==> config.mk <==
export PLATFORM = sky130hd
export DESIGN_NAME = scbp_class_sel
export DESIGN_NICKNAME = d
export VERILOG_FILES = /design/src/rtl/scbp_pkg.sv /design/src/rtl/scbp_class_sel.sv
export SDC_FILE = /design/constraint.sdc
export NUM_CORES = 1
export LEC_CHECK = 0
export ABC_AREA = 0
export BUFFER_PORTS_ARGS = -buffer_cell sky130_fd_sc_hd__buf_2
export CELL_PAD_IN_SITES_DETAIL_PLACEMENT = 2
export CELL_PAD_IN_SITES_GLOBAL_PLACEMENT = 2
export CORE_ASPECT_RATIO = 1.4
export CORE_MARGIN = 1
export CORE_UTILIZATION = 34
export DETAILED_ROUTE_END_ITERATION = 8
export PLACE_DENSITY = 0.78
export REMOVE_ABC_BUFFERS = 1
export SLEW_MARGIN = 0
export SYNTH_ARGS = -nofsm -noshare
export SYNTH_HDL_FRONTEND = slang
export SYNTH_SLANG_ARGS = --single-unit
==> constraint.sdc <==
create_clock -name clk -period 2.54 [get_ports clk]
set_clock_uncertainty 0.05 [all_clocks]
set_input_delay 0.127 -clock clk [delete_from_list [all_inputs] [get_ports clk]]
set_output_delay 0.127 -clock clk [all_outputs]
set_load 0.05 [all_outputs]
==> src/rtl/scbp_pkg.sv <==
`timescale 1ns / 1ps
`default_nettype none
// ----------------------------------------------------------------------------
// scbp_pkg
// Types, constants and helpers shared by the size-class buffer pool.
// ----------------------------------------------------------------------------
package scbp_pkg;

    localparam int CLASS_COUNT = 6;
    localparam int STACK_DEPTH = 64;
    localparam int HANDLE_BITS = 16;
    localparam int REG_COUNT   = 6;

    localparam int SIZE_W   = 16;
    localparam int HANDLE_W = 16;
    localparam int CLSIDX_W = 3;
    localparam int CFG_IDX_W = 3;
    localparam int CLS_W    = (CLASS_COUNT > 1) ? $clog2(CLASS_COUNT) : 1;
    localparam int CNT_W    = $clog2(STACK_DEPTH + 1);
    localparam int ADDR_W   = $clog2(CLASS_COUNT * STACK_DEPTH);
    localparam int MEM_DEPTH = CLASS_COUNT * STACK_DEPTH;

    typedef enum logic [1:0] {
        KIND_ALLOC  = 2'd0,
        KIND_RETURN = 2'd1,
        KIND_FLUSH  = 2'd2,
        KIND_NOP    = 2'd3
    } kind_t;

    typedef enum logic [2:0] {
        ST_HIT       = 3'd0,
        ST_MISS      = 3'd1,
        ST_POOLED    = 3'd2,
        ST_OVERSIZE  = 3'd3,
        ST_FULL      = 3'd4,
        ST_UNDERSIZE = 3'd5,
        ST_FLUSHED   = 3'd6
    } status_t;

    typedef struct packed {
        kind_t               kind;
        logic [SIZE_W-1:0]   byte_size;
        logic [HANDLE_W-1:0] buffer_handle;
    } item_t;

    typedef struct packed {
        status_t             status;
        logic [HANDLE_W-1:0] out_handle;
        logic [CLSIDX_W-1:0] class_index;
        logic [SIZE_W-1:0]   fresh_size;
    } result_t;

    typedef struct packed {
        logic              alloc_found;
        logic [CLS_W-1:0]  alloc_cls;
        logic [SIZE_W-1:0] alloc_limit;
        logic              ret_found;
        logic [CLS_W-1:0]  ret_cls;
        logic              ret_exact;
    } sel_t;

    typedef struct packed {
        logic                   push;
        logic                   pop;
        logic                   flush;
        logic [CLS_W-1:0]       cls;
        logic [HANDLE_BITS-1:0] wdata;
    } stack_op_t;

    typedef logic [CLASS_COUNT-1:0][CNT_W-1:0] count_arr_t;

    function automatic logic [SIZE_W-1:0] limit_reset(input int idx);
        logic [SIZE_W-1:0] val;
        unique case (idx)
            0: val = 16'd60;
            1: val = 16'd124;
            2: val = 16'd400;
            3: val = 16'd650;
            4: val = 16'd900;
            5: val = 16'd1524;
            default: val = 16'd65535;
        endcase
        return val;
    endfunction

endpackage
`default_nettype wire

==> src/rtl/scbp_class_sel.sv <==
`timescale 1ns / 1ps
`default_nettype none
// ----------------------------------------------------------------------------
// scbp_class_sel
// Class limit registers and the parallel compares that pick the alloc class
// (first limit at or above the size) and the return class (last limit at or
// below the size).
// ----------------------------------------------------------------------------
module scbp_class_sel (
    input  wire logic                          clk,
    input  wire logic                          rst_n,
    input  wire logic                          cfg_we,
    input  wire logic [scbp_pkg::CFG_IDX_W-1:0] cfg_index,
    input  wire logic [scbp_pkg::SIZE_W-1:0]   cfg_data,
    input  wire logic [scbp_pkg::SIZE_W-1:0]   byte_size,
    output scbp_pkg::sel_t                     sel
);
    import scbp_pkg::*;

    logic [CLASS_COUNT-1:0][SIZE_W-1:0] limit_reg;

    always_ff @(posedge clk or negedge rst_n)
    begin
        if (!rst_n)
        begin
            for (int i = 0; i < CLASS_COUNT; i++)
            begin
                limit_reg[i] <= limit_reset(i);
            end
        end
        else if (cfg_we)
        begin
            for (int i = 0; i < CLASS_COUNT; i++)
            begin
                if (i < REG_COUNT && int'(cfg_index) == i)
                begin
                    limit_reg[i] <= cfg_data;
                end
            end
        end
    end

    always_comb
    begin
        sel = '0;
        // descending scan: lowest matching class wins
        for (int i = CLASS_COUNT - 1; i >= 0; i--)
        begin
            if (byte_size <= limit_reg[i])
            begin
                sel.alloc_found = 1'b1;
                sel.alloc_cls   = CLS_W'(i);
                sel.alloc_limit = limit_reg[i];
            end
        end
        // ascending scan: highest matching class wins
        for (int i = 0; i < CLASS_COUNT; i++)
        begin
            if (byte_size >= limit_reg[i])
            begin
                sel.ret_found = 1'b1;
                sel.ret_cls   = CLS_W'(i);
                sel.ret_exact = (byte_size == limit_reg[i]);
            end
        end
    end

endmodule
`default_nettype wire

==> results of run 1 <==
## layer usage
| layer | GRT usage | wire [um] |
|---|---|---|
| met1 | 0.459 | 17500 |
| met2 | 0.722 | 23300 |
| met3 | 0.0796 | 4660 |
| met4 | 0.387 | 5760 |
| met5 | 0 | 12 |
## critical path, cell delays in order (launching register included)
cell     delay, ns
dfrtp_1       0.37
inv_1         0.10
ha_1          0.44
nand4_1       0.59
nor3_4        0.38
buf_4         0.17
inv_2         0.06
nor3_4        0.20
buf_6         0.15
a31oi_4       0.06
buf_8         0.20
or3_1         0.32
a22oi_1       0.24
a21oi_1       0.11
buf_4         0.22
## synth_stat cells, drive strengths merged, types with 2 or more instances
master / instances
a21boi: 2
nand4b: 2
a21oi: 66
dfrtp: 69
and4: 2
nand2: 85
inv: 97
a21o: 11
o21a: 2
mux2: 35
nor2: 16
nor3b: 2
or4: 2
nor4: 3
nor4bb: 2
o211ai: 5
ha: 96
dfstp: 27
o31ai: 2
clkbuf: 20
a221oi: 2
o21ai: 75
buf: 7
nor2b: 9
or3: 15
nor3: 12
a22oi: 16
nand4: 19
nand3: 12
a222oi: 16
## cell families after synthesis
group                    synth area share
buffers and inverters              0.0735
multiplexers                       0.0589
flip-flops                          0.364
AND/OR/NAND/NOR                     0.139
AO/OA/AOI/OAI                       0.185
adder cells (fa/ha/maj)             0.180
## layout make-up
class | count | area, um^2 | area share
antenna | 3 | 7.51 | 0.000721
clock buffer | 12 | 246 | 0.0237
clock inverter | 4 | 30.0 | 0.00289
inverter | 97 | 369 | 0.0355
multi-input combinational | 522 | 4640 | 0.446
sequential | 96 | 2440 | 0.234
tap | 248 | 310 | 0.0298
timing repair buffer | 283 | 2360 | 0.227
## path summary, 6_finish.rpt
path                          startpoint            end  slack (ns)  depth (start not counted)
setup / recovery           limit_reg[43]        sel[20]       -1.68                         14
hold / removal               cfg_data[6]  limit_reg[22]      -0.003                          3
setup reg to reg           limit_reg[16]  limit_reg[16]        1.10                          2
hold reg to reg            limit_reg[32]  limit_reg[32]        0.53                          1
max in group asynchronous          rst_n  limit_reg[51]        1.48                          3
min in group asynchronous          rst_n  limit_reg[37]        0.17                          2
## metrics by stage
| step | worst slack (ns) | hold slack (ns) | total power (W) | instance area [um^2] |
|---|---|---|---|---|
| 5_1_grt | -1.53 | 0.00358 | 0.00997 | 10400 |
| 3_5_place_dp | -1.25 | 0.0324 | 0.00607 | 8460 |
| 3_3_place_gp | -0.992 | 0.0246 | 0.00574 | 8460 |
| 6_report | -1.68 | -0.00286 | 0.00988 | 10400 |
| 2_1_floorplan | -1.14 | -0.219 | 0.00416 | 6560 |
| 4_1_cts | -1.06 | 0.00559 | 0.00833 | 9750 |
## power by group through the flow
stage                     logic [W]  registers [W]  clock network, W
final                       0.00620        0.00223           0.00145
after global routing        0.00625        0.00225           0.00148
after CTS                   0.00482        0.00213           0.00138
after detailed placement    0.00392        0.00215                 0
after global placement      0.00363        0.00211                 0
after floorplan             0.00208        0.00208                 0
## timing repair
action / 4_1_cts / 5_1_grt
cloned: 4 / 5
endpoints found under the hold margin: 30 / 0
pin swaps: 64 / 45
endpoints found under the setup margin: 25 / 25
resized for setup: 148 / 100
buffers inserted: 37 / 21
hold buffers: 4 / 0
==> impl_metrics.ini, run 1 <==
[status]
status = finished with violations
violations = negative hold slack, negative setup slack

[flow_run]
maxCapViolCount = 0

[sta]
finalSetupViolations = 25
finalCritPeriodShare = 1.66
slew_viol_final = 0
fmax_ghz = 0.237
whs_ns = -0.00286
tightest_slew_ns = 0.834
finalHoldViolCount = 1
worst_slack_ns = -1.68
setup_tns_ns = -36.54
relSlewSlack = 0.444
period_minus_slack_ns = 4.22
rsz0062_at_grt = true

[critical_path]
endpoint_kind = output port
critical_path_class = reg2out
worstPathRequired_ns = 2.36
startpoint_type = flop
critical_path.max_fanout = 8
cp.arrival_ns = 4.04

[power]
pwr-share-seq = 0.226
leakagePower_nw = 4.81
powerDensity_mw_per_mm2 = 949
p_switching_w = 0.00482
irDropWorstVdd_uv = 630
clkPwrFrac = 0.146
comb_power_share = 0.628
internal_power_w = 0.00506
swShare = 0.488

[yosys]
syn_area_mm2 = 0.00669
synth_top_area_frac = 0.258
ys_seq_area_frac = 0.364
yosysWarningCount = 0
synth-seq-cells = 96
synth_area_leaders = dfrtp_1 (26%), ha_1 (18%), dfstp_2 (11%), mux2_2 (5.9%), inv_1 (5.4%)
synth_edf_count = 0
synth_largest_area_cell = dfrtp_1
synth_top_flop_cell = dfrtp_1
ys_types = 49
syn_avg_cell_area_um2 = 9.01
synth_cells = 742
async_flop_share = 1.00

[clock_network]
cts_tree = done
cts_htree_levels = 3
path_clk_slew_ns = 0.08
root_buffer = clkbuf_16
insertion_delay_ns = 0.38
numCtsBuffers = 9
cts.sinks = 96
cts_buffer_depth = 2

[global_route]
antenna_found_initial = 2
grt_pass1_vias = 9098
grt_max_degree = 46
grt.total_usage = 0.431
grt.overflow.total = 0
grt_first_pass_wirelength_mm = 62.1

[floorplan]
die_x_um = 121
ios = 63
core_area_mm2 = 0.0192
rows = 60
die_h_um = 168
die-area_mm2 = 0.0202
initial_core_util = 0.348

[worst_hold_path]
hp-class = in2reg

[layout]
post-route-util = 0.541
finalNetCount = 1143
layout_common_cells = buf_4 (193), inv_1 (80), nand2_1 (80)
area_delta_synth_final_pct = 55.6
fin_cells = 1265
fillers = 1956
final_common_cell = buf_4
largest_reg_flops = 96
drive_above_1_share = 0.472

[routing]
vias_per_cell = 6.65
ant_nets = 0
vias = 8410
drt_pass1_iterations = 5
wl_mm = 51.2
wl_per_cell_um = 40.5
drc = 0
dr.first_iter.drc_count = 749

[placed_design]
gp_congestion = 0.953
hpwlAfterDp_mm = 23.8
io_buffer_count = 62
dp_cells = 1185
No activity file was read; power rests on OpenSTA's default activity.
==> run 2, diff against run 1 <==
Settings changed: RECOVER_POWER from default to 25.
==> run 2 against run 1 <==
Compared with the run above:
- the run ends with negative hold slack, max-capacitance violations, max-slew violations, negative setup slack left
- setup slack improved by 0.048 ns
- die area did not move
- via count rose by 0.61%
- critical path depth did not move
- combinational power barely moved
- count of clock-buffer cells in the layout did not move
- critical path type unchanged
==> impl_metrics.ini, run 2 (same netlist as run 1, synthesis figures left out) <==
[floorplan]
ios = 63
die-area_mm2 = 0.0202
die_x_um = 121
initial_core_util = 0.348
core_area_mm2 = 0.0192
die_h_um = 168
rows = 60

[critical_path]
slowest_delay_ns = 0.57
crit_start = limit_reg[43]
cp_num_buf_inv = 6
slowest_stage = nand4_1
critical_path.max_fanout = 8
path_depth = 14
crit_chain = inv_1 > ha_1 > nand4_1 > nor3_4 > buf_4 > inv_2 > nor3_4 > buf_6 > a31oi_4 > buf_8 > or3_1 > a22oi_1 > a21oi_1 > buf_4
reg2reg_to = limit_reg[16]
rrSetupSlack_ns = 1.10
cp.arrival_ns = 3.99
endpoint = sel[20]
worstPathRequired_ns = 2.36
crit_family = simple AND/OR/NAND/NOR gates
critical_path_class = reg2out
startpoint_type = flop
reg2reg_from = limit_reg[16]
endpoint_kind = output port
worstRegToRegCells = 2

[flow_run]
maxCapViolCount = 1

[layout]
finalNetCount = 1143
post-route-util = 0.540
area_delta_synth_final_pct = 55.1
final_common_cell = buf_4
largest_reg_flops = 96
layout_common_cells = buf_4 (190), inv_1 (80), nand2_1 (80)
fin_cells = 1265
drive_above_1_share = 0.467

[clock_network]
root_buffer = clkbuf_16
numCtsBuffers = 9
cts.sinks = 96
path_clk_slew_ns = 0.08
insertion_delay_ns = 0.38
cts_buffer_depth = 2
cts_tree = done
cts_htree_levels = 3

[sta]
whs_ns = -0.00569
rsz0062_at_grt = true
setup_tns_ns = -35.67
fmax_ghz = 0.240
tightest_slew_ns = 1.68
relSlewSlack = -0.117
period_minus_slack_ns = 4.17
finalHoldViolCount = 1
worst_slack_ns = -1.63
finalCritPeriodShare = 1.64
finalSetupViolations = 25
slew_viol_final = 29

[worst_hold_path]
hp-class = in2reg
hold_depth = 3

[global_route]
grt.overflow.total = 0
antenna_found_initial = 2
grt_max_degree = 46
grt_pass1_vias = 9098
grt_first_pass_wirelength_mm = 62.1
grt.total_usage = 0.431

[routing]
wl_mm = 51.2
vias = 8461
drc = 0
wl_per_cell_um = 40.5
drt_pass1_iterations = 6
ant_nets = 0
dr.first_iter.drc_count = 732
vias_per_cell = 6.69

[status]
status = finished with violations
violations = negative hold slack, max-capacitance violations, max-slew violations, negative setup slack

[power]
powerDensity_mw_per_mm2 = 951
leakagePower_nw = 4.79
irDropWorstVdd_uv = 629

[placed_design]
post-place-ws_ns = -1.25
dp_cells = 1185
hpwlAfterDp_mm = 23.8
gp_congestion = 0.953
io_buffer_count = 62
run 2: changes by cell type in the layout (fill, tap and decap cells not counted), sizes merged:
cell    previous run  this run
clkbuf            15        20
buf              276       271
run 2: repair_timing:
item | CTS | global route
buffers inserted | 37 | 21
pin swaps | 64 | 45
gates resized for setup | 148 | 100
gates cloned | 4 | 5
hold endpoints to repair | 30 | 0
endpoints found under the setup margin | 25 | 25
hold buffers | 4 | 0
run 2: through the flow:
step | area [um^2] | power (W)
CTS | 9750 | 0.00833
global route | 10400 | 0.00997
floorplan | 6560 | 0.00416
global placement | 8460 | 0.00574
finish | 10400 | 0.00986
detailed placement | 8460 | 0.00607
run 2: power by group:
group | total, W | switching (W) | leakage [nW] | internal, W
registers | 0.00223 | 0.000305 | 1.12 | 0.00192
clock network | 0.00144 | 0.000749 | 0.121 | 0.000695
logic | 0.00619 | 0.00375 | 3.55 | 0.00244
total | 0.00986 | 0.00481 | 4.79 | 0.00506
run 2: worst min-delay path by stage:
stage / slack, ns / from / endpoint
2_1_floorplan: -0.22 / rst_n / limit_reg[0]
3_3_place_gp: 0.02 / rst_n / limit_reg[69]
3_5_place_dp: 0.03 / rst_n / limit_reg[69]
4_1_cts: 0.006 / cfg_data[4] / limit_reg[20]
5_1_grt: 0.004 / cfg_data[6] / limit_reg[22]
6_report: -0.006 / cfg_data[6] / limit_reg[22]
run 2: final cells by class:
cell class                      count  area (um^2)
Antenna cell                        3         7.51
Clock buffer                       12          246
Clock inverter                      4         30.0
Fill cell                        1957         8840
Inverter                           97          369
Multi-Input combinational cell    522         4640
Sequential cell                    96         2440
Tap cell                          248          310
Timing Repair Buffer              283         2340
run 2: worst reg2reg max path: stages, from the launching register on:
cell and delay, ns:
dfrtp_1 0.47, inv_1 0.14, o21ai_0 0.60
run 2: metal layers:
metal | part of all wire | global-route usage | wire [um]
met1 | 0.34 | 0.459 | 17300
met5 | 0.00023 | 0 | 12
met3 | 0.094 | 0.0796 | 4840
met2 | 0.45 | 0.722 | 23100
met4 | 0.12 | 0.387 | 5980
==> run 3, diff against run 2 <==
Settings changed: CAP_MARGIN from default to 20, PLACE_DENSITY 0.78 to 0.77.
==> run 3 against run 2 <==
Compared with the run above:
- the flow finishes with violations (max-capacitance violations, max-slew violations, negative setup slack)
- cell count decreased by 0.87%
- via count is 3.4% lower
- sequential share of layout area increased by 0.29 points
- register-to-register slack improved by 0.22 ns
- critical endpoint is now sel[14]
- largest power group unchanged
- highest routed layer unchanged
==> impl_metrics.ini, run 3 (same netlist as run 1, synthesis figures left out) <==
[clock_network]
cts_buffer_depth = 2
insertion_delay_ns = 0.38
numCtsBuffers = 9
path_clk_slew_ns = 0.09
cts.sinks = 96
cts_tree = done
root_buffer = clkbuf_16
cts_htree_levels = 3

[critical_path]
slowest_delay_ns = 0.58
worstRegToRegCells = 4
reg2reg_to = limit_reg[5]
worstPathRequired_ns = 2.36
critical_path.max_fanout = 6
crit_top_cell = buf_4
slowest_stage = a21oi_1
rrSetupSlack_ns = 1.32
startpoint_type = flop
reg2reg_from = limit_reg[5]
endpoint_kind = output port
crit_chain = inv_2 > ha_4 > nand4_1 > buf_4 > nor2_2 > nand2_2 > a41oi_4 > nand2_2 > buf_4 > a21oi_1 > a22oi_1 > a21oi_1 > buf_4
critical_path_class = reg2out
crit_family = compound AO/OA/AOI/OAI gates
cp_num_buf_inv = 4
cp.arrival_ns = 3.95

[placed_design]
hpwlAfterDp_mm = 23.7
io_buffer_count = 62
post-place-ws_ns = -1.20
placed_area_mm2 = 0.00848
gp_congestion = 0.902

[worst_hold_path]
hp-class = in2reg
min_to = limit_reg[76]
hold_depth = 3
hp-start = cfg_data[12]

[layout]
n_antenna_cell = 0
finalNetCount = 1135
final_common_cell = buf_4
largest_reg_flops = 96
fillers = 2001
area_delta_synth_final_pct = 53.2
drive_above_1_share = 0.456
layout_common_cells = buf_4 (185), nand2_1 (81), inv_1 (75)
fin_area_mm2 = 0.0102

[sta]
finalSetupViolations = 25
relSlewSlack = -0.0816
rsz0062_at_grt = true
fmax_ghz = 0.243
period_minus_slack_ns = 4.12
slew_viol_final = 17
finalHoldViolCount = 0
finalCritPeriodShare = 1.62
tightest_slew_ns = 1.62
worst_slack_ns = -1.58

[floorplan]
initial_core_util = 0.348
rows = 60
core_area_mm2 = 0.0192
die_x_um = 121
die_h_um = 168
die-area_mm2 = 0.0202
ios = 63

[power]
swShare = 0.478
p_switching_w = 0.00462
powerDensity_mw_per_mm2 = 942
comb_power_share = 0.612
leakagePower_nw = 4.73
irDropWorstVdd_uv = 760
pwr-share-seq = 0.232
internal_power_w = 0.00504
clkPwrFrac = 0.156

[global_route]
grt.overflow.total = 0
antenna_found_initial = 1
grt_first_pass_wirelength_mm = 58.0
grt_max_degree = 51
grt.total_usage = 0.399
grt_pass1_vias = 8908

[flow_run]
maxCapViolCount = 1

[status]
violations = max-capacitance violations, max-slew violations, negative setup slack
status = finished with violations

[routing]
wl_mm = 48.7
dr.first_iter.drc_count = 614
drt_pass1_iterations = 5
wl_per_cell_um = 38.8
drc = 0
vias = 8173
ant_nets = 0
vias_per_cell = 6.52
## run 3: per-layer routing
| metal | track usage | wire length, um |
|---|---|---|
| met2 | 0.704 | 22900 |
| met1 | 0.400 | 16800 |
| met4 | 0.323 | 5330 |
| met3 | 0.0854 | 3600 |
| met5 | 0 | 13 |
## run 3: worst max path at each step
stage | from | endpoint | cells past startpoint
3_3_place_gp | limit_reg[78] | sel[18] | 11
2_1_floorplan | limit_reg[73] | sel[23] | 8
3_5_place_dp | limit_reg[57] | sel[12] | 11
5_1_grt | limit_reg[10] | sel[14] | 13
4_1_cts | limit_reg[55] | sel[9] | 12
6_report | limit_reg[10] | sel[14] | 13
## run 3: worst min-delay path, stage by stage
cell and delay, ns:
buf_2 0.15, nand2_1 0.07, o21ai_0 0.07
## run 3: layout make-up
cell class / count / area, um^2 / area share
clock buffer: 11 / 233 / 0.0227
clock inverter: 5 / 56.3 / 0.00549
inverter: 97 / 367 / 0.0358
multi-input combinational: 522 / 4560 / 0.445
sequential: 96 / 2440 / 0.238
tap: 248 / 310 / 0.0303
timing repair buffer: 275 / 2280 / 0.223
## run 3: timing repair
item,in CTS,in global routing
buffers inserted,16,35
pin swaps,51,52
resized for setup,136,82
hold buffers,8,0
setup endpoints to repair,25,25
endpoints found under the hold margin,45,0
gates cloned,2,1
## run 3: metrics by stage
stage | cells | TNS, ns | power, W | utilization | hold slack, ns
6_report | 1254 | -32.43 | 0.00966 | 0.533 | 0.0163
5_1_grt | 1254 | -33.17 | 0.00978 | 0.533 | 0.0294
4_1_cts | 1223 | -19.07 | 0.00827 | 0.500 | 0.000245
3_5_place_dp | 1182 | -23.75 | 0.00612 | 0.441 | 0.156
3_3_place_gp | 1182 | -19.46 | 0.00578 | 0.441 | 0.154
2_1_floorplan | 715 | -26.37 | 0.00416 | - | -0.219
## run 3: power groups by stage
stage | combinational [W] | sequential, W | clock, W
after floorplan | 0.00208 | 0.00208 | 0
after global placement | 0.00368 | 0.00210 | 0
after detailed placement | 0.00397 | 0.00215 | 0
after CTS | 0.00468 | 0.00213 | 0.00146
after global routing | 0.00600 | 0.00225 | 0.00153
final | 0.00591 | 0.00224 | 0.00151
